File: src/pmt_pp_pkg.sv
// Package for the PMT section payload parser: record kinds, parse phases,
// the output record type and the output queue sizing.
// No dependencies; every other file of the block uses it.
package pmt_pp_pkg;

    // Reserved-bit masks of the PID and length fields.
    localparam logic [12:0] PID_MASK = 13'h1FFF;
    localparam logic [11:0] LEN_MASK = 12'h0FFF;

    // Output queue sizing: room for two records per word plus slack.
    localparam int OQ_DEPTH = 4;
    localparam int OQ_PTR_W = $clog2(OQ_DEPTH);
    localparam int OQ_CNT_W = $clog2(OQ_DEPTH + 1);

    typedef enum logic [2:0] {
        REC_PCR       = 3'd0,
        REC_PROG_DESC = 3'd1,
        REC_STREAM    = 3'd2,
        REC_ES_DESC   = 3'd3,
        REC_END       = 3'd4
    } rec_kind_t;

    typedef enum logic [2:0] {
        PH_PCR_HI    = 3'd0,
        PH_PCR_LO    = 3'd1,
        PH_LEN_HI    = 3'd2,
        PH_LEN_LO    = 3'd3,
        PH_PROG_DESC = 3'd4,
        PH_HEADER    = 3'd5,
        PH_ES_DESC   = 3'd6
    } phase_t;

    // Header byte positions within an elementary stream header.
    localparam logic [2:0] HDR_TYPE   = 3'd0;
    localparam logic [2:0] HDR_PID_HI = 3'd1;
    localparam logic [2:0] HDR_PID_LO = 3'd2;
    localparam logic [2:0] HDR_LEN_HI = 3'd3;
    localparam logic [2:0] HDR_LEN_LO = 3'd4;

    typedef struct packed {
        rec_kind_t   kind;
        logic [12:0] pid;
        logic [7:0]  stype;
        logic [7:0]  dbyte;
        logic        ok;
        logic        run_last;
    } rec_t;

    // Queue status seen by the top level.
    typedef struct packed {
        logic [OQ_CNT_W-1:0] count;
        logic                room;
    } oq_status_t;

endpackage

File: src/pmt_pp_parser.sv
// Parse state and record generation for one payload word per cycle while fire is high.
// Depends on pmt_pp_pkg for phases, record kinds and the record type.
module pmt_pp_parser (
    input  logic              aclk,
    input  logic              aresetn,
    input  logic              fire,
    input  logic [7:0]        byte_in,
    input  logic              last_in,
    output pmt_pp_pkg::rec_t  rec_a,
    output pmt_pp_pkg::rec_t  rec_b,
    output logic [1:0]        rec_cnt
);

    pmt_pp_pkg::phase_t phase_reg, phase_next;
    logic [2:0]         hidx_reg, hidx_next;
    logic [11:0]        left_reg, left_next;
    logic [7:0]         high_reg, high_next;
    logic [12:0]        pid_reg, pid_next;
    logic [7:0]         type_reg, type_next;
    logic               fdone_reg, fdone_next;

    logic [15:0]        word;
    logic [11:0]        left_dec;
    logic               has_main;
    pmt_pp_pkg::rec_t   main_rec;
    pmt_pp_pkg::rec_t   end_rec;

    assign word     = {high_reg, byte_in};
    assign left_dec = left_reg - 12'd1;

    // Next state and the record caused by the current word.
    always_comb begin
        phase_next = phase_reg;
        hidx_next  = hidx_reg;
        left_next  = left_reg;
        high_next  = high_reg;
        pid_next   = pid_reg;
        type_next  = type_reg;
        fdone_next = fdone_reg;
        has_main   = 1'b0;
        main_rec   = '0;

        case (phase_reg)
            pmt_pp_pkg::PH_PCR_LO: begin
                pid_next       = word[12:0] & pmt_pp_pkg::PID_MASK;
                has_main       = 1'b1;
                main_rec.kind  = pmt_pp_pkg::REC_PCR;
                main_rec.pid   = word[12:0] & pmt_pp_pkg::PID_MASK;
                phase_next     = pmt_pp_pkg::PH_LEN_HI;
            end
            pmt_pp_pkg::PH_LEN_HI: begin
                high_next  = byte_in;
                phase_next = pmt_pp_pkg::PH_LEN_LO;
            end
            pmt_pp_pkg::PH_LEN_LO: begin
                left_next  = word[11:0] & pmt_pp_pkg::LEN_MASK;
                fdone_next = 1'b1;
                hidx_next  = pmt_pp_pkg::HDR_TYPE;
                phase_next = ((word[11:0] & pmt_pp_pkg::LEN_MASK) != 12'd0)
                           ? pmt_pp_pkg::PH_PROG_DESC : pmt_pp_pkg::PH_HEADER;
            end
            pmt_pp_pkg::PH_PROG_DESC: begin
                has_main       = 1'b1;
                main_rec.kind  = pmt_pp_pkg::REC_PROG_DESC;
                main_rec.dbyte = byte_in;
                left_next      = left_dec;
                if (left_dec == 12'd0) begin
                    hidx_next  = pmt_pp_pkg::HDR_TYPE;
                    phase_next = pmt_pp_pkg::PH_HEADER;
                end
            end
            pmt_pp_pkg::PH_HEADER: begin
                case (hidx_reg)
                    pmt_pp_pkg::HDR_TYPE: begin
                        type_next = byte_in;
                        hidx_next = pmt_pp_pkg::HDR_PID_HI;
                    end
                    pmt_pp_pkg::HDR_PID_HI, pmt_pp_pkg::HDR_LEN_HI: begin
                        high_next = byte_in;
                        hidx_next = hidx_reg + 3'd1;
                    end
                    pmt_pp_pkg::HDR_PID_LO: begin
                        pid_next  = word[12:0] & pmt_pp_pkg::PID_MASK;
                        hidx_next = pmt_pp_pkg::HDR_LEN_HI;
                    end
                    default: begin
                        // Final header byte: the entry record goes out here.
                        left_next      = word[11:0] & pmt_pp_pkg::LEN_MASK;
                        has_main       = 1'b1;
                        main_rec.kind  = pmt_pp_pkg::REC_STREAM;
                        main_rec.pid   = pid_reg;
                        main_rec.stype = type_reg;
                        hidx_next      = pmt_pp_pkg::HDR_TYPE;
                        phase_next = ((word[11:0] & pmt_pp_pkg::LEN_MASK) != 12'd0)
                                   ? pmt_pp_pkg::PH_ES_DESC : pmt_pp_pkg::PH_HEADER;
                    end
                endcase
            end
            pmt_pp_pkg::PH_ES_DESC: begin
                has_main       = 1'b1;
                main_rec.kind  = pmt_pp_pkg::REC_ES_DESC;
                main_rec.pid   = pid_reg;
                main_rec.stype = type_reg;
                main_rec.dbyte = byte_in;
                left_next      = left_dec;
                if (left_dec == 12'd0) begin
                    hidx_next  = pmt_pp_pkg::HDR_TYPE;
                    phase_next = pmt_pp_pkg::PH_HEADER;
                end
            end
            default: begin
                high_next  = byte_in;
                phase_next = pmt_pp_pkg::PH_PCR_LO;
            end
        endcase

        // The final word of a section returns the parser to its reset state.
        if (last_in) begin
            phase_next = pmt_pp_pkg::PH_PCR_HI;
            hidx_next  = pmt_pp_pkg::HDR_TYPE;
            left_next  = 12'd0;
            high_next  = 8'd0;
            pid_next   = 13'd0;
            type_next  = 8'd0;
            fdone_next = 1'b0;
        end
    end

    // End record and placement of the records in output order.
    // The fixed fields also count as complete when this word is the last of them.
    always_comb begin
        end_rec      = '0;
        end_rec.kind = pmt_pp_pkg::REC_END;
        end_rec.ok   = fdone_reg || (phase_reg == pmt_pp_pkg::PH_LEN_LO);
        rec_a        = '0;
        rec_b        = '0;
        rec_cnt      = 2'd0;
        if (has_main && last_in) begin
            rec_a          = main_rec;
            rec_b          = end_rec;
            rec_b.run_last = 1'b1;
            rec_cnt        = 2'd2;
        end else if (has_main) begin
            rec_a          = main_rec;
            rec_a.run_last = 1'b1;
            rec_cnt        = 2'd1;
        end else if (last_in) begin
            rec_a          = end_rec;
            rec_a.run_last = 1'b1;
            rec_cnt        = 2'd1;
        end
    end

    // Parse state registers, updated only when a word is consumed.
    always_ff @(posedge aclk) begin
        if (!aresetn) begin
            phase_reg <= pmt_pp_pkg::PH_PCR_HI;
            hidx_reg  <= pmt_pp_pkg::HDR_TYPE;
            left_reg  <= 12'd0;
            high_reg  <= 8'd0;
            pid_reg   <= 13'd0;
            type_reg  <= 8'd0;
            fdone_reg <= 1'b0;
        end else if (fire) begin
            phase_reg <= phase_next;
            hidx_reg  <= hidx_next;
            left_reg  <= left_next;
            high_reg  <= high_next;
            pid_reg   <= pid_next;
            type_reg  <= type_next;
            fdone_reg <= fdone_next;
        end
    end

endmodule

File: src/pmt_pp_outq.sv
// Small output queue of result records; takes up to two records a cycle
// and presents one. Depends on pmt_pp_pkg for the record and status types.
module pmt_pp_outq (
    input  logic                  aclk,
    input  logic                  aresetn,
    input  logic [1:0]            push_cnt,
    input  pmt_pp_pkg::rec_t      push_a,
    input  pmt_pp_pkg::rec_t      push_b,
    output logic                  m_valid,
    input  logic                  m_ready,
    output pmt_pp_pkg::rec_t      m_rec,
    output pmt_pp_pkg::oq_status_t status
);

    localparam int PW = pmt_pp_pkg::OQ_PTR_W;
    localparam int CW = pmt_pp_pkg::OQ_CNT_W;

    pmt_pp_pkg::rec_t mem_reg [pmt_pp_pkg::OQ_DEPTH];
    logic [PW-1:0]    head_reg, head_next;
    logic [PW-1:0]    tail_reg, tail_next;
    logic [CW-1:0]    count_reg, count_next;
    logic             pop;

    assign pop     = m_valid && m_ready;
    assign m_valid = (count_reg != '0);
    assign m_rec   = mem_reg[head_reg];

    // Room is judged on the stored count alone, so it waits on no receiver.
    assign status.count = count_reg;
    assign status.room  = (count_reg <= CW'(pmt_pp_pkg::OQ_DEPTH - 2));

    always_comb begin
        head_next  = pop ? head_reg + PW'(1) : head_reg;
        tail_next  = tail_reg + PW'(push_cnt);
        count_next = count_reg + CW'(push_cnt) - CW'(pop);
    end

    // Record storage.
    always_ff @(posedge aclk) begin
        if (push_cnt != 2'd0) begin
            mem_reg[tail_reg] <= push_a;
        end
        if (push_cnt == 2'd2) begin
            mem_reg[tail_reg + PW'(1)] <= push_b;
        end
    end

    // Pointers and fill count.
    always_ff @(posedge aclk) begin
        if (!aresetn) begin
            head_reg  <= '0;
            tail_reg  <= '0;
            count_reg <= '0;
        end else begin
            head_reg  <= head_next;
            tail_reg  <= tail_next;
            count_reg <= count_next;
        end
    end

endmodule

File: src/pmt_pp_top.sv
// Top level of the PMT section payload parser: input register, parser and
// output queue. Depends on pmt_pp_pkg, pmt_pp_parser and pmt_pp_outq.
//
// Use: section payload words enter on the s_ channel, one byte per word,
// with s_last_byte high on the final byte of a section. Result records
// leave on the m_ channel; m_run_last marks the last record caused by a
// given input word, and a section-end record follows every final byte.
// A word accepted into the input register is parsed from there once the queue
// has room; its records are registered in the queue and offered on m_valid.
// Throughput: one word per cycle while the receiver keeps up and each word
// yields at most one record; a final byte that also yields a data record puts
// out two records, and the single-record output port presents them in turn.
// The output queue accepts a parsed word only with room for two records.
// Reset (aresetn low, synchronous) empties the input register and the queue
// and returns the parser to the first fixed byte of a section.
// When the receiver stalls, the queue fills, the input register holds its
// word and s_ready falls; nothing is lost or repeated.
module pmt_section_payload_parser_top (
    input  logic        aclk,
    input  logic        aresetn,
    input  logic        s_valid,
    output logic        s_ready,
    input  logic [7:0]  s_payload_byte,
    input  logic        s_last_byte,
    output logic        m_valid,
    input  logic        m_ready,
    output logic [2:0]  m_rec_kind,
    output logic [12:0] m_pid_value,
    output logic [7:0]  m_stream_kind,
    output logic [7:0]  m_desc_byte,
    output logic        m_section_ok,
    output logic        m_run_last
);

    logic                   in_valid_reg;
    logic [7:0]             in_byte_reg;
    logic                   in_last_reg;
    logic                   fire;
    logic [1:0]             rec_cnt;
    logic [1:0]             push_cnt;
    pmt_pp_pkg::rec_t       rec_a;
    pmt_pp_pkg::rec_t       rec_b;
    pmt_pp_pkg::rec_t       m_rec;
    pmt_pp_pkg::oq_status_t q_status;

    // A held word is parsed once the queue has room for its records.
    assign fire     = in_valid_reg && q_status.room;
    assign s_ready  = !in_valid_reg || fire;
    assign push_cnt = fire ? rec_cnt : 2'd0;

    // Input register.
    always_ff @(posedge aclk) begin
        if (!aresetn) begin
            in_valid_reg <= 1'b0;
        end else if (s_ready) begin
            in_valid_reg <= s_valid;
        end
    end

    always_ff @(posedge aclk) begin
        if (s_valid && s_ready) begin
            in_byte_reg <= s_payload_byte;
            in_last_reg <= s_last_byte;
        end
    end

    pmt_pp_parser u_parser (
        .aclk    (aclk),
        .aresetn (aresetn),
        .fire    (fire),
        .byte_in (in_byte_reg),
        .last_in (in_last_reg),
        .rec_a   (rec_a),
        .rec_b   (rec_b),
        .rec_cnt (rec_cnt)
    );

    pmt_pp_outq u_outq (
        .aclk     (aclk),
        .aresetn  (aresetn),
        .push_cnt (push_cnt),
        .push_a   (rec_a),
        .push_b   (rec_b),
        .m_valid  (m_valid),
        .m_ready  (m_ready),
        .m_rec    (m_rec),
        .status   (q_status)
    );

    assign m_rec_kind    = m_rec.kind;
    assign m_pid_value   = m_rec.pid;
    assign m_stream_kind = m_rec.stype;
    assign m_desc_byte   = m_rec.dbyte;
    assign m_section_ok  = m_rec.ok;
    assign m_run_last    = m_rec.run_last;

    // The queue never holds more than its depth.
    a_count_bound: assert property (@(posedge aclk) disable iff (!aresetn)
        q_status.count <= pmt_pp_pkg::OQ_CNT_W'(pmt_pp_pkg::OQ_DEPTH))
        else $error("output queue count beyond its depth");

    // The fill count follows pushes and pops exactly.
    a_count_track: assert property (@(posedge aclk) disable iff (!aresetn)
        1'b1 |=> q_status.count == $past(q_status.count)
                 + pmt_pp_pkg::OQ_CNT_W'($past(push_cnt))
                 - pmt_pp_pkg::OQ_CNT_W'($past(m_valid && m_ready)))
        else $error("output queue count out of step");

    // A result word is offered exactly when the queue holds a record.
    a_valid_count: assert property (@(posedge aclk) disable iff (!aresetn)
        m_valid == (q_status.count != '0))
        else $error("m_valid disagrees with the queue count");

    // A section-end record is always the last record of its input word.
    a_end_last: assert property (@(posedge aclk) disable iff (!aresetn)
        (m_valid && m_rec_kind == pmt_pp_pkg::REC_END) |-> m_run_last)
        else $error("section end record without run_last");

    // Back-pressure on the input only while a word waits in the register.
    a_stall_held: assert property (@(posedge aclk) disable iff (!aresetn)
        !s_ready |-> (in_valid_reg && !q_status.room))
        else $error("input stalled with nothing held");

endmodule

File: config.mk
export PLATFORM = sky130hd
export DESIGN_NAME = pmt_section_payload_parser_top
export DESIGN_NICKNAME = d
export VERILOG_FILES = /design/src/pmt_pp_pkg.sv /design/src/pmt_pp_parser.sv /design/src/pmt_pp_outq.sv /design/src/pmt_pp_top.sv
export SDC_FILE = /design/constraint.sdc
export NUM_CORES = 1
export LEC_CHECK = 0
export BUFFER_PORTS_ARGS = -buffer_cell sky130_fd_sc_hd__buf_2
export CELL_PAD_IN_SITES_DETAIL_PLACEMENT = 1
export CELL_PAD_IN_SITES_GLOBAL_PLACEMENT = 1
export CORE_UTILIZATION = 52
export CTS_CLUSTER_DIAMETER = 30
export DETAILED_ROUTE_END_ITERATION = 12
export GPL_TIMING_DRIVEN = 0
export PLACE_DENSITY = 0.92
export SYNTH_ARGS = -nofsm -noshare
export SYNTH_HDL_FRONTEND = slang
export SYNTH_HIERARCHICAL = 1
export SYNTH_SLANG_ARGS = --single-unit
File: constraint.sdc
create_clock -name aclk -period 7.3 [get_ports aclk]
set_clock_uncertainty 0.15 [all_clocks]
set_input_delay 1.46 -clock aclk [delete_from_list [all_inputs] [get_ports aclk]]
set_output_delay 1.46 -clock aclk [all_outputs]
set_load 0.05 [all_outputs]
[After elaboration in Yosys (flattened, before gate mapping)]
Memories as Yosys holds them, arrays and structs flattened. A register that Yosys moved wholly into a read port is not among the register bits.
Cells that the tools add are included.
Storage, ports and cells
  memories: 1
  bits in writable memories: 136
  register bits: 62
Memories
  u_outq.mem_reg: depth 4, bits a word 34, rd ports 1, clocked after memory_dff 1, write ports 2, RTL line pmt_pp_outq.sv:18  | pmt_pp_pkg::rec_t mem_reg [pmt_pp_pkg::OQ_DEPTH];
Cells by class
  order comparisons: 1
  equality and inequality tests: 15
  mux-type cells: 45
  add/sub/neg operators: 7
  reduce and logical (&&, ||, !) cells: 29
Operators by type and width (number)
  $mux 34: 4
  $pmux 13 s3: 1
  $pmux 12 s3: 1
  $mux 8: 4
  $mux 13: 2
  $pmux 13 s2: 1
  $mux 12: 2
  $mux 23: 1
  $pmux 3 s3: 2
  $reduce_and 3->1: 6
  $pmux 8 s2: 1
  $mux 3: 5
  $pmux 3 s5: 1
  $eq 3x2->1 const B: 4
  $logic_not 12->1: 1
  $mux 2: 6
  $reduce_bool 12->1: 1
  $sub 12x1->12 const B: 1
  $mux 5: 2
  $pmux 5 s2: 1
  $eq 3x3->1 const B: 3
  $mux 1: 9
  $ne 3x3->1 const B: 3
  $reduce_bool 2->1: 4
  other kinds (22): 31

[Logic depth before layout (Yosys ltp)]
Gate-level depths: netlist of the first run.
  depth in word-level cells: 10
  depth in mapped cells: 17
  gate-level depth less buffers: 15

[Cells and area by module]
Netlist of the first run, hierarchy kept.
Modules (own cells, without submodules)
  pmt_pp_outq: cells each 379, times used 1, area each 7066.8 µm²
  pmt_pp_parser: cells each 397, times used 1, area each 3206.8 µm²
  pmt_section_payload_parser_top: cells each 17, times used 1, area each 350.3 µm²

[Least setup slack after synthesis of the first run]
No wires, ideal clock.
  kind: register to register
  start: register u_parser.hidx_reg[0]
  end: memory u_outq/mem_reg[0][0] (netlist name) (enable)
  stages on the path, launching flop included: 15
  required time: 6.678 ns
  library setup time: 0.472 ns
  clock period less this slack: 5.669 ns
  buffers on the path: 1
  slack: 1.631 ns
  data arrival time: 5.046 ns
  cell sequence: dfxtp_1 > ha_1 > ha_1 > or4_1 > o21a_1 > a21oi_1 > nor2_1 > nor2_1 > inv_1 > ha_1 > inv_1 > buf_4 > and3_2 > o21bai_1 > o21ai_0
RTL lines
  from (decl): RTL line pmt_pp_parser.sv:15  | logic [2:0] hidx_reg, hidx_next;
  from (signal assigned): RTL line pmt_pp_parser.sv:158  | hidx_reg <= pmt_pp_pkg::HDR_TYPE;
  from (signal assigned): RTL line pmt_pp_parser.sv:166  | hidx_reg <= hidx_next;
  to (decl): RTL line pmt_pp_outq.sv:18

==> results by group, run 1 <==
Setup path
  • Crit. End Element: register
  • Reg2reg setup slack: approximately 2.2 ns
  • Worst reg2reg path depth: 17
  • Critical Path AT: 5.05 ns
  • Setup crit start kind: register
  • Crit Path Max Fanout: 20
  • Crit Path Class: register to register
  • Reg-to-reg endpoint: u_outq/mem_reg[2][18]
  • Origin of the critical flop-to-flop path: u_parser/hidx_reg[2]
  • Worst EP required: ~7.3 ns

Layout
  • # nets final: slightly above 900
  • Commonest non-fill, non-tap cell in the layout: edfxtp_1
  • Area Growth Syn to Fin: 13.1%
  • Most frequent cells in the layout: edfxtp_1, mux2_2, buf_2
  • Max reg flops: about 140
  • Filler cells: about 1900
  • Design area: 12000 um2
  • Layout cell share with drive strength beyond 1: between 30% and 40%

Die
  • Die H: approximately 140 um
  • Starting Density: approximately 54%
  • Die extent in x: 145 um
  • Top Ports: 49
  • Core Region: about 20000 um2
  • Die area: roughly 21000 um2
  • # rows: slightly above 50

STA
  • Worst slew margin: a little over two fifths
  • Final min period: a little over 5 ns
  • Slew Limit Fails: 0
  • RSZ-0062 raised after global routing: no
  • Final setup fails: 0
  • Final WS setup: between 2 and 2.5 ns
  • Final worst-path cycle share: between 60 and 70%
  • Fmax: approximately 200 MHz
  • Final hold violation count: 0
  • Worst-Margin Slew: 0.841 ns

Min path
  • Hold Path Sink: u_parser/hidx_reg[2]
  • Hold Path Cell Cnt: 2
  • Worst hold path type: register to register
  • Hold Startpoint: u_parser/hidx_reg[2]

Clock tree
  • CTS tree: built
  • Total CTS buffers: 17
  • Clock-pin slew on the worst setup and hold paths: ~0.070 ns
  • Hold-fix buffers, CTS: 0
  • Setup bufs post-CTS: 0
  • Worst skew pair latency: about 0.45 ns
  • # clock sinks: 200
  • Maximum clock insertion buffer count: 2
  • Root Driver: clkbuf_16
  • H-Tree Depth: 4
  • Post-CTS Resized: 0

Placement
  • Final GP Congestion: between 0.8 and 0.9
  • Number of port buffers: 48
  • Placed inst area: between 10000 and 15000 um2
  • Final HPWL DP: about 19000 um
  • Pre-CTS setup slack: 2.54 ns

Yosys
  • XOR/XNOR Fraction of Synth Area: less than 1%
  • Synth warnings: 6
  • Post-Syn Area: 10600 um2
  • Count of cell types in the netlist: 78
  • Compound-gate portion of the synthesized area: ~8%
  • Post-synth top flop: edfxtp_1
  • Syn_area_per_cell: approximately 13 um2
  • Number of flops mapped to enable cells by yosys: about 150
  • Mux cell area share after synthesis: approximately 22%
  • Seq/Total Area, Yosys: between 50% and 60%
  • Number of synthesized register bits: 200
  • Syn Inst Count: 793
  • Post-synthesis adder-cell area fraction: 1.81%
  • Synth Area in Simple Gates: around 10%
  • Async set-or-reset flop fraction in the synthesized netlist: 0%
  • Largest family of logic cells by synthesized area: multiplexers

Routing
  • Drt drc: 0
  • Max Used Layer: met4
  • Routed vias/inst: around 6.3
  • Post-DR wirelength/cell: about 27 um
  • Final ANT Viol Nets: 0
  • 1st-pass router iterations: 5
  • Starting DRT DRC Count: around 660
  • Vias: 7373
  • Metal2 WL: ~16000 um
  • Routed WL: 31300 um
  • Met1 wire length: roughly 12000 um
  • Met3 WL: about 2000 um

Run
  • Max_cap viols: 0

GRT
  • Pin count of the biggest net entering global routing: 28
  • Vias in the first global route: about 8000
  • Gr ovfl total: 0
  • Initial antenna violation count: 1
  • GRT Overall Usage: a little under a third
  • First-pass GRT wire length: roughly 48000 um

Run status
  • Status: complete, no violations

Pwr
  • Leak pwr: 4.52 nW
  • Max IR drop VDD: 0.158 mV
  • Pwr/cell area: around 260 nW/um2
[final cells by class]
type | count | area [um2] | area share [%]
diodes | 1 | 2.50 | 0.0208
plain buffers | 83 | 532 | 4.42
clock buffers | 17 | 425 | 3.54
clock inverters | 15 | 158 | 1.31
inverters | 20 | 75.1 | 0.625
multi-input cells | 520 | 4710 | 39.2
flip-flops and latches | 200 | 5460 | 45.4
well taps | 265 | 332 | 2.76
repair buffers | 52 | 328 | 2.73
[per-layer routing]
metal	vias to the layer above	global-route usage [%]
met1	3742	37.3
met3	110	5.72
met4	0	15.5
li1	3150	-
met2	371	52.1
met5	-	0
[kinds of logic (layout without fill, tap and decap cells)]
| logic type | Yosys count | count (layout) |
|---|---|---|
| AO/OA/AOI/OAI | 113 | 113 |
| XOR/XNOR | 8 | 8 |
| adder cells (fa/ha/maj) | 15 | 15 |
| buffers and inverters | 103 | 187 |
| flip-flops | 200 | 200 |
| multiplexers | 179 | 179 |
| other | 1 | 32 |
| AND/OR/NAND/NOR | 174 | 174 |
[Yosys cell counts, types with 13 or more instances]
cell type	count	area share [%]
dfxtp_1	55	10
and2_1	16	0.94
nor2_1	31	1.1
edfxtp_1	145	41
o21ai_0	16	0.75
a22oi_1	28	2.0
mux2_2	134	14
buf_4	44	3.1
mux4_2	34	7.2
clkbuf_1	19	0.67
a21oi_1	13	0.61
inv_1	19	0.67
buf_2	14	0.66
ha_1	13	1.5
nor2b_1	32	1.9
nand2_1	32	1.1
[how the worst max path moves through the flow]
| stage | start | endpoint | slack [ns] | cells after the start |
|---|---|---|---|---|
| after detailed placement | u_parser/hidx_reg[2] | u_outq/mem_reg[2][18] | 2.54 | 16 |
| after CTS | u_parser/hidx_reg[0] | u_outq/mem_reg[2][22] | 2.35 | 17 |
| after floorplan | u_parser/hidx_reg[0] | u_outq/mem_reg[0][0] | 1.63 | 14 |
| after global placement | u_parser/hidx_reg[0] | u_outq/mem_reg[0][21] | -0.69 | 14 |
| after global routing | u_parser/hidx_reg[0] | u_outq/mem_reg[2][27] | 2.11 | 17 |
| final | u_parser/hidx_reg[2] | u_outq/mem_reg[2][18] | 2.25 | 17 |
[worst max-delay path, cell delays in order, from the launching register on]
cell and delay (ns):
dfxtp_1 0.37, inv_1 0.18, ha_1 0.31, or4_1 0.54
o21a_1 0.21, a21oi_1 0.18, nor2_1 0.05, nor2_1 0.21
inv_1 0.10, ha_1 0.29, inv_1 0.09, buf_4 0.15
and3_2 0.28, nor4bb_1 0.32, buf_2 0.36, buf_4 0.30
o21bai_4 0.37, buf_16 0.26
[per-stage QoR]
step | hold slack [ns] | TNS [ns] | util, % | total power, mW | instances
3_5_place_dp | 0.347 | 0 | 58.0 | 2.10 | 1140
4_1_cts | 0.371 | 0 | 60.9 | 3.07 | 1172
2_1_floorplan | 0.295 | 0 | - | 1.92 | 823
3_3_place_gp | 0.314 | -23.26 | 57.4 | 2.07 | 1136
6_report | 0.379 | 0 | 61.0 | 3.07 | 1173
5_1_grt | 0.379 | 0 | 60.9 | 3.15 | 1172
[where the power goes]
part,internal [mW],switching (mW),total (mW)
combinational,0.269,0.514,0.784
sequential,1.26,0.0447,1.31
clock,0.485,0.487,0.972
Note: power is estimated with default switching activity, not from simulation.
==> run 2, diff against run 1 <==
--- a/config.mk
+++ b/config.mk
@@ -5,10 +5,11 @@
 export SDC_FILE = /design/constraint.sdc
 export NUM_CORES = 1
 export LEC_CHECK = 0
+export ABC_AREA = 1
 export BUFFER_PORTS_ARGS = -buffer_cell sky130_fd_sc_hd__buf_2
 export CELL_PAD_IN_SITES_DETAIL_PLACEMENT = 1
 export CELL_PAD_IN_SITES_GLOBAL_PLACEMENT = 1
-export CORE_UTILIZATION = 52
+export CORE_UTILIZATION = 48
 export CTS_CLUSTER_DIAMETER = 30
 export DETAILED_ROUTE_END_ITERATION = 12
 export GPL_TIMING_DRIVEN = 0
==> constraint.sdc (replaced) <==
create_clock -name aclk -period 4.9 [get_ports aclk]
set_clock_uncertainty 0.15 [all_clocks]
set_input_delay 0.98 -clock aclk [delete_from_list [all_inputs] [get_ports aclk]]
set_output_delay 0.98 -clock aclk [all_outputs]
set_load 0.05 [all_outputs]
==> results by group, run 2 <==
Routing
  • Routed vias/inst: 5.97 (-5.0%)
  • Post-DR wirelength/cell: 22.3 um (-17%)
  • Routed WL: 35700 um (+14%)
  • Starting DRT DRC Count: 856 (+31%)
  • Drt drc: 0 (unchanged)
  • Final ANT Viol Nets: 0 (unchanged)
  • Vias: 9589 (+30%)
  • 1st-pass router iterations: 7 (+2)

Clock tree
  • Worst skew pair latency: 0.45 ns (about the same)
  • Clock-pin slew on the worst setup and hold paths: 0.07 ns (about the same)
  • Root Driver: clkbuf_16
  • # clock sinks: 200 (unchanged)
  • CTS tree: built
  • Maximum clock insertion buffer count: 2 (unchanged)
  • Total CTS buffers: 17 (unchanged)
  • H-Tree Depth: 4 (unchanged)
  • Hold-fix buffers, CTS: 0 (unchanged)

STA
  • Final setup fails: 0 (unchanged)
  • Fmax: 220 MHz (+11%)
  • Worst-Margin Slew: 1.09 ns (+0.248 ns)
  • Worst slew margin: 26.7% (-17 points)
  • Setup TNS: 0 ns (unchanged)
  • RSZ-0062 raised after global routing: no
  • Final min period: 4.55 ns (-0.497 ns)
  • Hold_ws: 0.319 ns (-0.0599 ns)
  • Final worst-path cycle share: 92.9% (+24 points)
  • Final hold violation count: 0 (unchanged)
  • Slew Limit Fails: 0 (unchanged)

Setup path
  • Origin of the critical flop-to-flop path: u_parser/hidx_reg[1]
  • Crit path from: u_parser/hidx_reg[1]
  • Reg2reg setup slack: 0.35 ns (-1.90 ns)
  • Critical Path AT: 4.56 ns (-0.49 ns)
  • Crit path capture: u_outq/mem_reg[0][17]
  • Crit Path Class: register to register
  • Worst path slowest cell: o31ai_4
  • CP max stage delay: 0.58 ns (+0.04 ns)
  • Worst-path cell chain: ha_1, ha_1, a21o_1, nor2_4, inv_2, o21ai_2, inv_1, ha_1, inv_1, buf_4, inv_1, nor2_2, nor2_1, o31ai_4, buf_8, buf_8, buf_6
  • Reg-to-reg endpoint: u_outq/mem_reg[0][17]
  • Worst reg2reg path depth: 17 (unchanged)
  • Setup crit start kind: register
  • Crit. End Element: register
  • Worst EP required: 4.91 ns (-2.39 ns)
  • Crit Path Max Fanout: 10 (-50%)

Yosys
  • Count leader, synth: nand2_1
  • Synth warnings: 6 (unchanged)
  • Count of cell types in the netlist: 43 (-45%)
  • Number of flops mapped to enable cells by yosys: 145 (unchanged)
  • Seq/Total Area, Yosys: 51.8% (+0.48 points)
  • Post-Syn Area: 10500 um2 (-0.92%)
  • Area contributors post-synth: edfxtp_1, dfxtp_1, o21ai_0, nand2_1, nor2_1
  • Post-synth top area cell: edfxtp_1
  • Top cells by count, synth: nand2_1, o21ai_0, edfxtp_1
  • Post-synth top flop: edfxtp_1
  • Number of synthesized register bits: 200 (unchanged)
  • Area fraction of the dominant cell type after synthesis: 41.4% (+0.38 points)
  • Syn Inst Count: 1211 (+53%)
  • Syn_area_per_cell: 8.69 um2 (-35%)
  • Async set-or-reset flop fraction in the synthesized netlist: 0% (unchanged)

Run status
  • Status: complete, no violations

Placement
  • Final GP Congestion: 0.895 (+6.6%)
  • Number of port buffers: 48 (unchanged)
  • Final HPWL DP: 24600 um (+28%)

Layout
  • Max reg flops: 136 (unchanged)
  • Layout cell share with drive strength beyond 1: 17.3% (-20 points)
  • Most frequent cells in the layout: nand2_1, o21ai_0, edfxtp_1
  • # diodes: 0 (-1)
  • Commonest non-fill, non-tap cell in the layout: nand2_1
  • Area Growth Syn to Fin: 14.4%
  • # nets final: 1346 (+46%)

Die
  • Starting Density: 49.5% (-4.4 points)
  • Die H: 150 um (+3.6%)
  • Die area: 22500 um2 (+7.2%)
  • # rows: 53 (+3.9%)
  • Core Region: 21300 um2 (+8.0%)
  • Die extent in x: 150 um (+3.6%)
  • Top Ports: 49 (unchanged)

Pwr
  • Switching power: 1.94 mW (+85%)
  • Clock share of power: 28.7% (-3.0 points)
  • Combinational Power Share: 31.3% (+5.7 points)
  • Pwr/cell area: 415 nW/um2 (+63%)
  • Max IR drop VDD: 0.271 mV (+72%)
  • Seq pwr share: 40.0% (-2.7 points)
  • Sw frac: 38.7% (+4.6 points)
  • Leak pwr: 4.46 nW (-1.4%)
  • Tot Pwr: 5.00 mW (+63%)
  • Internal: 3.06 mW (+52%)

GRT
  • Vias in the first global route: 10100 (+27%)
  • Met2 Usage GRT: 58.1% (+6.0 points)
  • Grt met3 use: 5.58% (-0.14 points)
  • First-pass GRT wire length: 55200 um (+15%)
  • Most Crowded Layer GR: met2
  • GRT Overall Usage: 33.2% (+2.5 points)
  • Gr ovfl total: 0 (unchanged)
  • Pin count of the biggest net entering global routing: 18 (-36%)
  • Initial antenna violation count: 0 (-1)
  • GR met1 Demand/Resource: 38.9% (+1.5 points)

Run
  • Max_cap viols: 0 (unchanged)

Min path
  • Worst hold path type: register to register
-- run 2: changes by cell type after synthesis, sizes merged, moves of 28 or more --
cell   delta
inv     +106
nand2   +193
mux4     -34
o21ai   +218
mux2    -136
nor2    +114
o22ai    +38
nor2b    -32
a21oi    +39
nand3    +28
-- run 2: power groups by stage --
stage / logic [mW] / clock network (mW) / registers [mW]
after floorplan: 1.09 / 0 / 2.01
after global placement: 1.43 / 0 / 2.03
after detailed placement: 1.51 / 0 / 2.03
after CTS: 1.54 / 1.44 / 2.00
after global routing: 1.66 / 1.49 / 2.01
final: 1.56 / 1.44 / 2.00
-- run 2: logic make-up (layout without fill, tap and decap cells) --
logic type      Yosys count  count (layout)  share of synthesized area [%]
compound gates          358             358                           19.2
buf+inv                 223             313                           10.2
flops                   200             200                           51.8
simple gates            415             415                           17.0
other cells               1              31                         0.0356
fa+ha+maj                14              14                           1.74
-- run 2: layout make-up --
class / count / area, um2
clock inverter: 14 / 148
inverter: 125 / 474
tap: 275 / 344
sequential: 200 / 5460
timing repair buffer: 60 / 432
fill: 2525 / 9250
clock buffer: 17 / 425
buffer: 97 / 598
multi-input combinational: 818 / 4170
-- run 2: through the flow --
| step | area [um2] | setup slack [ns] | util [%] | instances |
|---|---|---|---|---|
| after floorplan | 10600 | -0.680 | - | 1241 |
| after global placement | 11200 | -3.12 | 52.7 | 1564 |
| after detailed placement | 11400 | 0.228 | 53.8 | 1573 |
| after CTS | 12000 | 0.0834 | 56.5 | 1604 |
| after global routing | 12000 | 0.196 | 56.6 | 1606 |
| final | 12000 | 0.347 | 56.6 | 1606 |
-- run 2: timing repair --
action	4_1_cts	5_1_grt
gates resized for setup	0	1
setup endpoints to repair	0	46
buffers inserted	0	3
-- run 2: worst max-delay path, delay by kind of cell, from the launching register on --
family                   cells  cell delay [ns]
buffers and inverters        8             1.26
flip-flops                   1             0.36
adder cells (fa/ha/maj)      3             0.69
AND/OR/NAND/NOR              3             0.83
AO/OA/AOI/OAI                3             0.97
-- run 2: how the worst min path moves through the flow --
stage	start	to	slack [ns]	depth (start not counted)
after floorplan	u_parser/type_reg[1]	u_parser/type_reg[1]	0.28	2
after global placement	u_parser/pid_reg[5]	u_parser/pid_reg[5]	0.29	2
after detailed placement	u_parser/pid_reg[12]	u_parser/pid_reg[12]	0.31	2
after CTS	u_parser/pid_reg[8]	u_parser/pid_reg[8]	0.32	2
after global routing	u_parser/type_reg[6]	u_parser/type_reg[6]	0.35	2
final	u_parser/pid_reg[8]	u_parser/pid_reg[8]	0.32	2
-- run 2: per-layer routing --
layer | wire [um] | up-vias | part of all wire, %
met5 | 0 | - | 0
met4 | 1340 | 0 | 3.8
met3 | 2570 | 112 | 7.2
li1 | - | 4269 | -
met1 | 13800 | 4703 | 39
met2 | 18000 | 505 | 50
